$ cat src/rtl/core/clle_pkg.sv
// clle_pkg: shared constants and types for the cursor linked list engine
// no dependencies
`timescale 1ns / 1ps
package clle_pkg;
    localparam int CELLS = 16;
    localparam int PW = $clog2(CELLS + 1);
    localparam int IW = $clog2(CELLS);
    localparam logic [PW-1:0] NIL = PW'(CELLS);

    localparam logic [2:0] MODE_INS_HEAD = 3'd0;
    localparam logic [2:0] MODE_INS_TAIL = 3'd1;
    localparam logic [2:0] MODE_INS_SORT = 3'd2;
    localparam logic [2:0] MODE_DEL_FIRST = 3'd3;
    localparam logic [2:0] MODE_DEL_ALL = 3'd4;
    localparam logic [2:0] MODE_DUMP = 3'd5;

    localparam logic [1:0] ST_OK = 2'd0;
    localparam logic [1:0] ST_FULL = 2'd1;
    localparam logic [1:0] ST_NOT_FOUND = 2'd2;

    localparam int QDEPTH = 2;

    typedef struct packed {
        logic [2:0] mode;
        logic [31:0] value;
    } t_cmd;

    typedef struct packed {
        logic [1:0] status;
        logic [4:0] removed_count;
        logic [31:0] item_value;
        logic item_valid;
        logic last;
    } t_res;
endpackage

$ cat src/rtl/core/clle_front.sv
// clle_front: input transfer stage and command queue
// depends on clle_pkg
`timescale 1ns / 1ps
module clle_front (
    input  logic i_clk,
    input  logic i_rst_n,
    input  logic i_valid,
    output logic o_ready,
    input  clle_pkg::t_cmd i_cmd,
    output logic o_valid,
    input  logic i_ready,
    output clle_pkg::t_cmd o_cmd
);
    clle_pkg::t_cmd r_q [clle_pkg::QDEPTH];
    logic r_wp, r_rp;
    logic [1:0] r_cnt;
    logic w_push, w_pop;

    assign o_ready = (r_cnt != 2'(clle_pkg::QDEPTH));
    assign o_valid = (r_cnt != 2'd0);
    assign o_cmd = r_q[r_rp];
    assign w_push = i_valid && o_ready;
    assign w_pop = o_valid && i_ready;

    always_ff @(posedge i_clk) begin
        if (w_push) begin
            r_q[r_wp] <= i_cmd;
        end
        if (!i_rst_n) begin
            r_wp <= 1'b0;
            r_rp <= 1'b0;
            r_cnt <= 2'd0;
        end else begin
            if (w_push) r_wp <= ~r_wp;
            if (w_pop) r_rp <= ~r_rp;
            r_cnt <= r_cnt + 2'(w_push) - 2'(w_pop);
        end
    end
endmodule

$ cat src/rtl/core/clle_back.sv
// clle_back: list walker over the cell pool, executes one command at a time
// depends on clle_pkg
`timescale 1ns / 1ps
module clle_back (
    input  logic i_clk,
    input  logic i_rst_n,
    input  logic i_valid,
    output logic o_ready,
    input  clle_pkg::t_cmd i_cmd,
    output logic o_valid,
    input  logic i_ready,
    output clle_pkg::t_res o_res
);
    localparam logic [2:0] S_IDLE = 3'd0;
    localparam logic [2:0] S_INIT = 3'd1;
    localparam logic [2:0] S_WALK = 3'd2;
    localparam logic [2:0] S_OUT = 3'd3;
    localparam logic [2:0] S_DUMP = 3'd4;

    localparam int PW = clle_pkg::PW;
    localparam int IW = clle_pkg::IW;
    localparam logic [PW-1:0] NIL = clle_pkg::NIL;

    logic [31:0] r_val [clle_pkg::CELLS];
    logic [PW-1:0] r_link [clle_pkg::CELLS];
    logic [PW-1:0] r_head, r_free, r_cur, r_prev, r_newc;
    logic [2:0] r_st, r_mode;
    logic [31:0] r_v;
    logic [PW-1:0] r_n;
    logic [4:0] r_rm;
    logic r_ov;
    clle_pkg::t_res r_res;

    logic w_curc, w_nxtc, w_less, w_full;
    logic [PW-1:0] w_nxt;
    logic [31:0] w_cv, w_nv;

    function automatic logic isc(input logic [PW-1:0] p);
        return p < NIL;
    endfunction

    assign w_curc = isc(r_cur);
    assign w_nxt = w_curc ? r_link[r_cur[IW-1:0]] : NIL;
    assign w_nxtc = isc(w_nxt);
    assign w_cv = r_val[r_cur[IW-1:0]];
    assign w_nv = r_val[w_nxt[IW-1:0]];
    assign w_less = $signed(w_nv) < $signed(r_v);
    assign w_full = (r_mode <= clle_pkg::MODE_INS_SORT) && !isc(r_free);

    assign o_ready = (r_st == S_IDLE) && !r_ov;
    assign o_valid = r_ov;
    assign o_res = r_res;

    always_ff @(posedge i_clk) begin
        if (!i_rst_n) begin
            r_st <= S_IDLE;
            r_ov <= 1'b0;
            r_head <= NIL;
            r_free <= '0;
            for (int i = 0; i < clle_pkg::CELLS; i++) r_link[i] <= PW'(i + 1);
        end else begin
            if (r_ov && i_ready && r_st != S_DUMP) r_ov <= 1'b0;
            unique case (r_st)
                S_IDLE: begin
                    if (i_valid && !r_ov) begin
                        r_mode <= i_cmd.mode;
                        r_v <= i_cmd.value;
                        r_cur <= r_head;
                        r_prev <= NIL;
                        r_n <= '0;
                        r_rm <= '0;
                        r_st <= S_INIT;
                    end
                end
                S_INIT: begin
                    r_res <= '{status: w_full ? clle_pkg::ST_FULL : clle_pkg::ST_OK,
                               removed_count: 5'd0,
                               item_value: 32'd0, item_valid: 1'b0, last: 1'b1};
                    if (r_mode <= clle_pkg::MODE_INS_SORT) begin
                        if (w_full) begin
                            r_st <= S_OUT;
                        end else begin
                            r_newc <= r_free;
                            r_free <= r_link[r_free[IW-1:0]];
                            r_val[r_free[IW-1:0]] <= r_v;
                            if (r_mode == clle_pkg::MODE_INS_HEAD || !w_curc ||
                                (r_mode == clle_pkg::MODE_INS_SORT &&
                                 !($signed(w_cv) < $signed(r_v)))) begin
                                r_link[r_free[IW-1:0]] <= r_head;
                                r_head <= r_free;
                                r_st <= S_OUT;
                            end else begin
                                r_st <= S_WALK;
                            end
                        end
                    end else if (r_mode == clle_pkg::MODE_DEL_FIRST ||
                                 r_mode == clle_pkg::MODE_DEL_ALL) begin
                        r_st <= S_WALK;
                    end else if (r_mode == clle_pkg::MODE_DUMP && w_curc) begin
                        r_st <= S_DUMP;
                    end else begin
                        r_st <= S_OUT;
                    end
                end
                S_WALK: begin
                    if (r_mode <= clle_pkg::MODE_INS_SORT) begin
                        if (w_nxtc && r_n != NIL &&
                            (r_mode == clle_pkg::MODE_INS_TAIL || w_less)) begin
                            r_cur <= w_nxt;
                            r_n <= r_n + 1'b1;
                        end else begin
                            r_link[r_newc[IW-1:0]] <= w_nxt;
                            r_link[r_cur[IW-1:0]] <= r_newc;
                            r_st <= S_OUT;
                        end
                    end else begin
                        if (w_curc && r_n != NIL) begin
                            r_n <= r_n + 1'b1;
                            if (w_cv == r_v) begin
                                if (isc(r_prev)) r_link[r_prev[IW-1:0]] <= w_nxt;
                                else r_head <= w_nxt;
                                r_link[r_cur[IW-1:0]] <= r_free;
                                r_free <= r_cur;
                                r_rm <= r_rm + 1'b1;
                                r_cur <= w_nxt;
                                if (r_mode == clle_pkg::MODE_DEL_FIRST) begin
                                    r_res.removed_count <= r_rm + 1'b1;
                                    r_st <= S_OUT;
                                end
                            end else begin
                                r_prev <= r_cur;
                                r_cur <= w_nxt;
                            end
                        end else begin
                            r_res.removed_count <= r_rm;
                            if (r_rm == 5'd0) r_res.status <= clle_pkg::ST_NOT_FOUND;
                            r_st <= S_OUT;
                        end
                    end
                end
                S_OUT: begin
                    if (!r_ov) begin
                        r_ov <= 1'b1;
                        r_st <= S_IDLE;
                    end
                end
                S_DUMP: begin
                    if (!r_ov || i_ready) begin
                        r_ov <= 1'b1;
                        r_res <= '{status: clle_pkg::ST_OK, removed_count: 5'd0,
                                   item_value: w_cv, item_valid: 1'b1,
                                   last: !w_nxtc || (r_n == NIL - 1'b1)};
                        r_cur <= w_nxt;
                        r_n <= r_n + 1'b1;
                        if (!w_nxtc || r_n == NIL - 1'b1) r_st <= S_IDLE;
                    end
                end
                default: r_st <= S_IDLE;
            endcase
        end
    end
endmodule

$ cat src/rtl/core/cursor_linked_list_engine.sv
// cursor_linked_list_engine: top level, command queue feeding the list walker
// depends on clle_pkg, clle_front, clle_back
// throughput: one command at a time, the next starts once the previous result is taken;
// one cell visited per cycle; dump one transfer per cycle while m_axis_tready is high
// reset: synchronous active low, empty list, all cells on the free list
`timescale 1ns / 1ps
module cursor_linked_list_engine (
    input  logic i_clk,
    input  logic i_rst_n,
    input  logic s_axis_tvalid,
    output logic s_axis_tready,
    input  logic [39:0] s_axis_tdata, // mode[2:0], value[34:3], zero pad
    output logic m_axis_tvalid,
    input  logic m_axis_tready,
    output logic [39:0] m_axis_tdata, // status[1:0], removed_count[6:2], item_value[38:7], pad
    output logic m_axis_tuser, // item_valid
    output logic m_axis_tlast
);
    clle_pkg::t_cmd w_in, w_q;
    clle_pkg::t_res w_res;
    logic w_qv, w_qr;

    assign w_in.mode = s_axis_tdata[2:0];
    assign w_in.value = s_axis_tdata[34:3];

    clle_front u_front (
        .i_clk(i_clk), .i_rst_n(i_rst_n),
        .i_valid(s_axis_tvalid), .o_ready(s_axis_tready), .i_cmd(w_in),
        .o_valid(w_qv), .i_ready(w_qr), .o_cmd(w_q)
    );

    clle_back u_back (
        .i_clk(i_clk), .i_rst_n(i_rst_n),
        .i_valid(w_qv), .o_ready(w_qr), .i_cmd(w_q),
        .o_valid(m_axis_tvalid), .i_ready(m_axis_tready), .o_res(w_res)
    );

    assign m_axis_tdata = {1'b0, w_res.item_value, w_res.removed_count, w_res.status};
    assign m_axis_tuser = w_res.item_valid;
    assign m_axis_tlast = w_res.last;
endmodule

$ cat config.mk
export PLATFORM = sky130hd
export DESIGN_NAME = cursor_linked_list_engine
export DESIGN_NICKNAME = d
export VERILOG_FILES = /design/src/rtl/core/clle_pkg.sv /design/src/rtl/core/clle_front.sv /design/src/rtl/core/clle_back.sv /design/src/rtl/core/cursor_linked_list_engine.sv
export SDC_FILE = /design/constraint.sdc
export NUM_CORES = 1
export LEC_CHECK = 0
export BUFFER_PORTS_ARGS = -buffer_cell sky130_fd_sc_hd__buf_2
export CAP_MARGIN = 30
export CORE_UTILIZATION = 50
export DETAILED_ROUTE_END_ITERATION = 6
export GPL_ROUTABILITY_DRIVEN = 0
export PLACE_DENSITY = 0.66
export SLEW_MARGIN = 20
export SYNTH_ARGS = -nofsm -noshare
export SYNTH_HDL_FRONTEND = slang
export SYNTH_SLANG_ARGS = --single-unit
export TNS_END_PERCENT = 5
$ cat constraint.sdc
create_clock -name i_clk -period 8.05 [get_ports i_clk]
set_input_delay 1.61 -clock i_clk [delete_from_list [all_inputs] [get_ports i_clk]]
set_output_delay 1.61 -clock i_clk [all_outputs]
set_load 0.02 [all_outputs]
==> summary.md <==
| Metric | Value |
|---|---|
| Status | finished, violations left |
| Failing checks | design-rule violations |
| Yosys reg bits | 789 |
| Setup Skew | 30.6 ps |
| Post-synth top area cell | edfxtp_1 |
| Max Slew Vio Count | 0 |
| Setup violators final | 0 |
| Fillers | 5,818 |
| Power per standard cell area | 348 mW/mm2 |
| Post-Route M1 WL | 42.7 mm |
| Drt drc | 15 |
| Hold Slack | 543 ps |
| Layout cells sized above 1 | 23.1% |
| Chip width | 278 um |
| Peak VDD IR | 0.000379 V |
| Clk Tree Root Cell | clkbuf_16 |
| Post-Synth XOR/XNOR Area | 0.368% |
| Post-Route WL | 111 mm |
| FF+latch area | 0.0234 mm2 |
| CTS Sinks | 789 |
| Final ANT Viol Nets | 0 |
| Die Footprint | 0.0772 mm2 |
| Post-route cell area | 0.0431 mm2 |
| Final-report hold violation count | 0 |
| CP startpoint kind | flop |
| Synth Area in Compound Gates | 9.90% |
| Post-Synth Adder-Cell Area | 2.30% |
| Share of the clock period used by the worst path | 95.5% |
| Leakage | 14.4 nW |
| Site row count | 100 |
| Dpl hpwl | 65.2 mm |
| Main combinational cell family by area after synthesis | multiplexers |
| CP arrival | 8040 ps |
| Total of max-cap violations | 0 |
| Final worst path period need | 7690 ps |
| Synth Area in Simple Gates | 7.60% |
| CP max stage delay | 600 ps |
| # port buffers | 81 |
| Starting DRT DRC Count | 3,886 |
| Ranking of synthesized cells by area | edfxtp_1 (60%), mux4_2 (11%), nand2_1 (2.9%) |
| Top Layer Used | met4 |
| First-pass GRT wire length | 162 mm |
| GRT Total Usage | 28.4% |
| Setup CP Type | reg -> reg |
| CP Data Required Time | 8400 ps |
| Slew @ Worst Pin | 1110 ps |
| Synth top area share | 60.2% |
| Cell count after synthesis | 2,626 |
| Crit path buf inv count | 5 |
| Slowest CP cell | nor4_1 |
| RSZ-0062 raised after global routing | false |
| Fin Setup TNS | 0 ps |
| Hold Crit Class | reg -> reg |
| Async SR Flop Fraction | 0% |
| Max Root-Sink Buffers | 3 |
| Primary FF master, synth | edfxtp_1 |
| H-tree depth | 3 |
| Area of the mapped netlist | 0.0381 mm2 |
| Grt ovf | 0 |
| Routed length per instance | 29.4 um |
| Top delay family on crit path | compound AO/OA/AOI/OAI gates |
| Initial antenna violation count | 3 |
| Drt via density | 6.74 |
| Most frequent cells in the layout | edfxtp_1 (763), nand2_1 (289), mux4_2 (194), o21ai_0 (127), nor2_1 (123) |
| Core ar. | 0.0748 mm2 |
| Sequential share of the synthesized area | 61.6% |
| Multi-input logic area | 0.0139 mm2 |
| DIE HEIGHT | 278 um |
| Final nets | 2,845 |
| Drt first pass iters | 7 |
| Synth unique cells | 76 |
| Setup crit end kind | flop |
| Routed wl met2 | 52.1 mm |
| Average footprint of a synthesized cell | 14.5 um2 |
| Clk_lat worst skew | 660 ps |
| EDFF count, synth | 763 |
| Synth warnings | 0 |
| Max Clk Rate | 130 MHz |
| Multiplexer area fraction after synthesis | 15.8% |
| DR vias | 25,400 |
| Clock slew seen by the registers of the worst setup and hold paths | 60 ps |
| Syn nets | 2,740 |
| Initial core utilization | 50.9% |
| TritonCTS clock tree | built |
| Via count of the first global-routing pass | 25,000 |
| Post-DP Area | 0.0402 mm2 |
| Largest net degree at the start of global routing | 132 |
| WL met3 | 11.6 mm |
| CTS Buf Count | 84 |
| Total I/O pin count | 88 |
| Worst slew margin | 26.2% |
| Syn-to-layout area delta | 13.2% |
| Max FO, Critical Path | 39 |
| Commonest non-fill, non-tap cell in the layout | edfxtp_1 |
| Most used cell, CP | buf_4 |
-- what timing repair did --
item / 4_1_cts / 5_1_grt
resized for setup: 0 / 2
hold buffers: 0 / 0
setup endpoints to repair: 0 / 1
buffers inserted: 0 / 0
-- stage by stage --
step / setup WS [ps] / instances / util, % / total power [mW]
floorplan: 1510 / 2626 / - / 9.05
global placement: 642 / 3610 / 53.7 / 10.9
detailed placement: 600 / 3612 / 53.7 / 10.9
CTS: 483 / 3768 / 57.5 / 14.9
global route: 18.3 / 3770 / 57.6 / 15.6
finish: 364 / 3771 / 57.6 / 15.0
-- routing by layer --
layer / vias to the layer above / track usage [%]
li1: 10700 / -
met1: 12700 / 38.9
met2: 1654 / 45.4
met3: 278 / 5.34
met4: 0 / 10.6
met5: - / 0
-- final timing paths --
| kind | from | to | slack (ps) | cells past startpoint |
|---|---|---|---|---|
| min | u_front.r_q[0][4] | u_back.r_v[4] | 540 | 1 |
| min reg2reg | u_front.r_q[0][4] | u_back.r_v[4] | 540 | 1 |
| max | flop | u_back.r_link[4][2] | 360 | 26 |
| max reg2reg | flop | u_back.r_link[4][2] | 360 | 26 |
-- cells in the mapped netlist, types with 6 or more instances --
master	instances
edfxtp_1	763
nand2_1	289
mux4_2	194
nor2_1	142
clkbuf_1	133
o21ai_0	128
mux2i_1	102
a22oi_1	79
ha_1	70
a21oi_1	69
a222oi_1	62
inv_1	52
o211ai_1	51
mux2_2	50
and2_1	43
buf_1	36
dfxtp_1	26
nand3_1	24
o32ai_1	22
nor2b_1	21
and3_1	20
nand2b_1	19
a31oi_1	18
nand4_1	17
a21o_1	13
o31ai_1	13
nor3_1	12
xnor2_1	11
a22o_1	8
a31o_2	8
nor4_1	7
or2_2	7
or3_1	7
o21a_1	6
o32a_1	6
-- cell type report --
type,count,area share [%]
flip-flops and latches,789,54.4
multi-input cells,1601,32.2
clock buffers,97,5.18
repair buffers,201,3.42
well taps,969,2.81
clock inverters,59,1.46
inverters,54,0.471
diodes,1,0.00581
-- kinds of logic (layout without fill, tap and decap cells) --
logic type | count (synthesis) | in the layout
fa+ha+maj | 70 | 70
other cells | 1 | 2
buf+inv | 237 | 411
compound gates | 533 | 533
flops | 789 | 789
simple gates | 632 | 633
mux | 348 | 348
xor+xnor | 16 | 16
-- state kept, by name, indices dropped and copies added, names as in the netlist, named ones only --
register        cells
u_back.r_prev       5
u_front.r_rp        1
u_back.r_val      512
u_back.r_mode       3
u_back.r_st         3
u_back.r_rm         5
u_back.r_v         32
u_back.r_link      80
u_back.o_valid      1
u_back.r_head       5
u_front.r_wp        1
u_back.r_free       5
u_back.r_n          5
u_front.r_q        70
u_front.r_cnt       2
u_back.o_res       41
u_back.r_cur        5
u_back.r_newc       5
-- where the power goes --
group | switching [mW] | total [mW] | internal [mW]
sequential | 0.396 | 5.31 | 4.92
combinational | 3.33 | 5.68 | 2.35
clock | 1.68 | 4.01 | 2.33
Power figures use the tool's default switching activity.
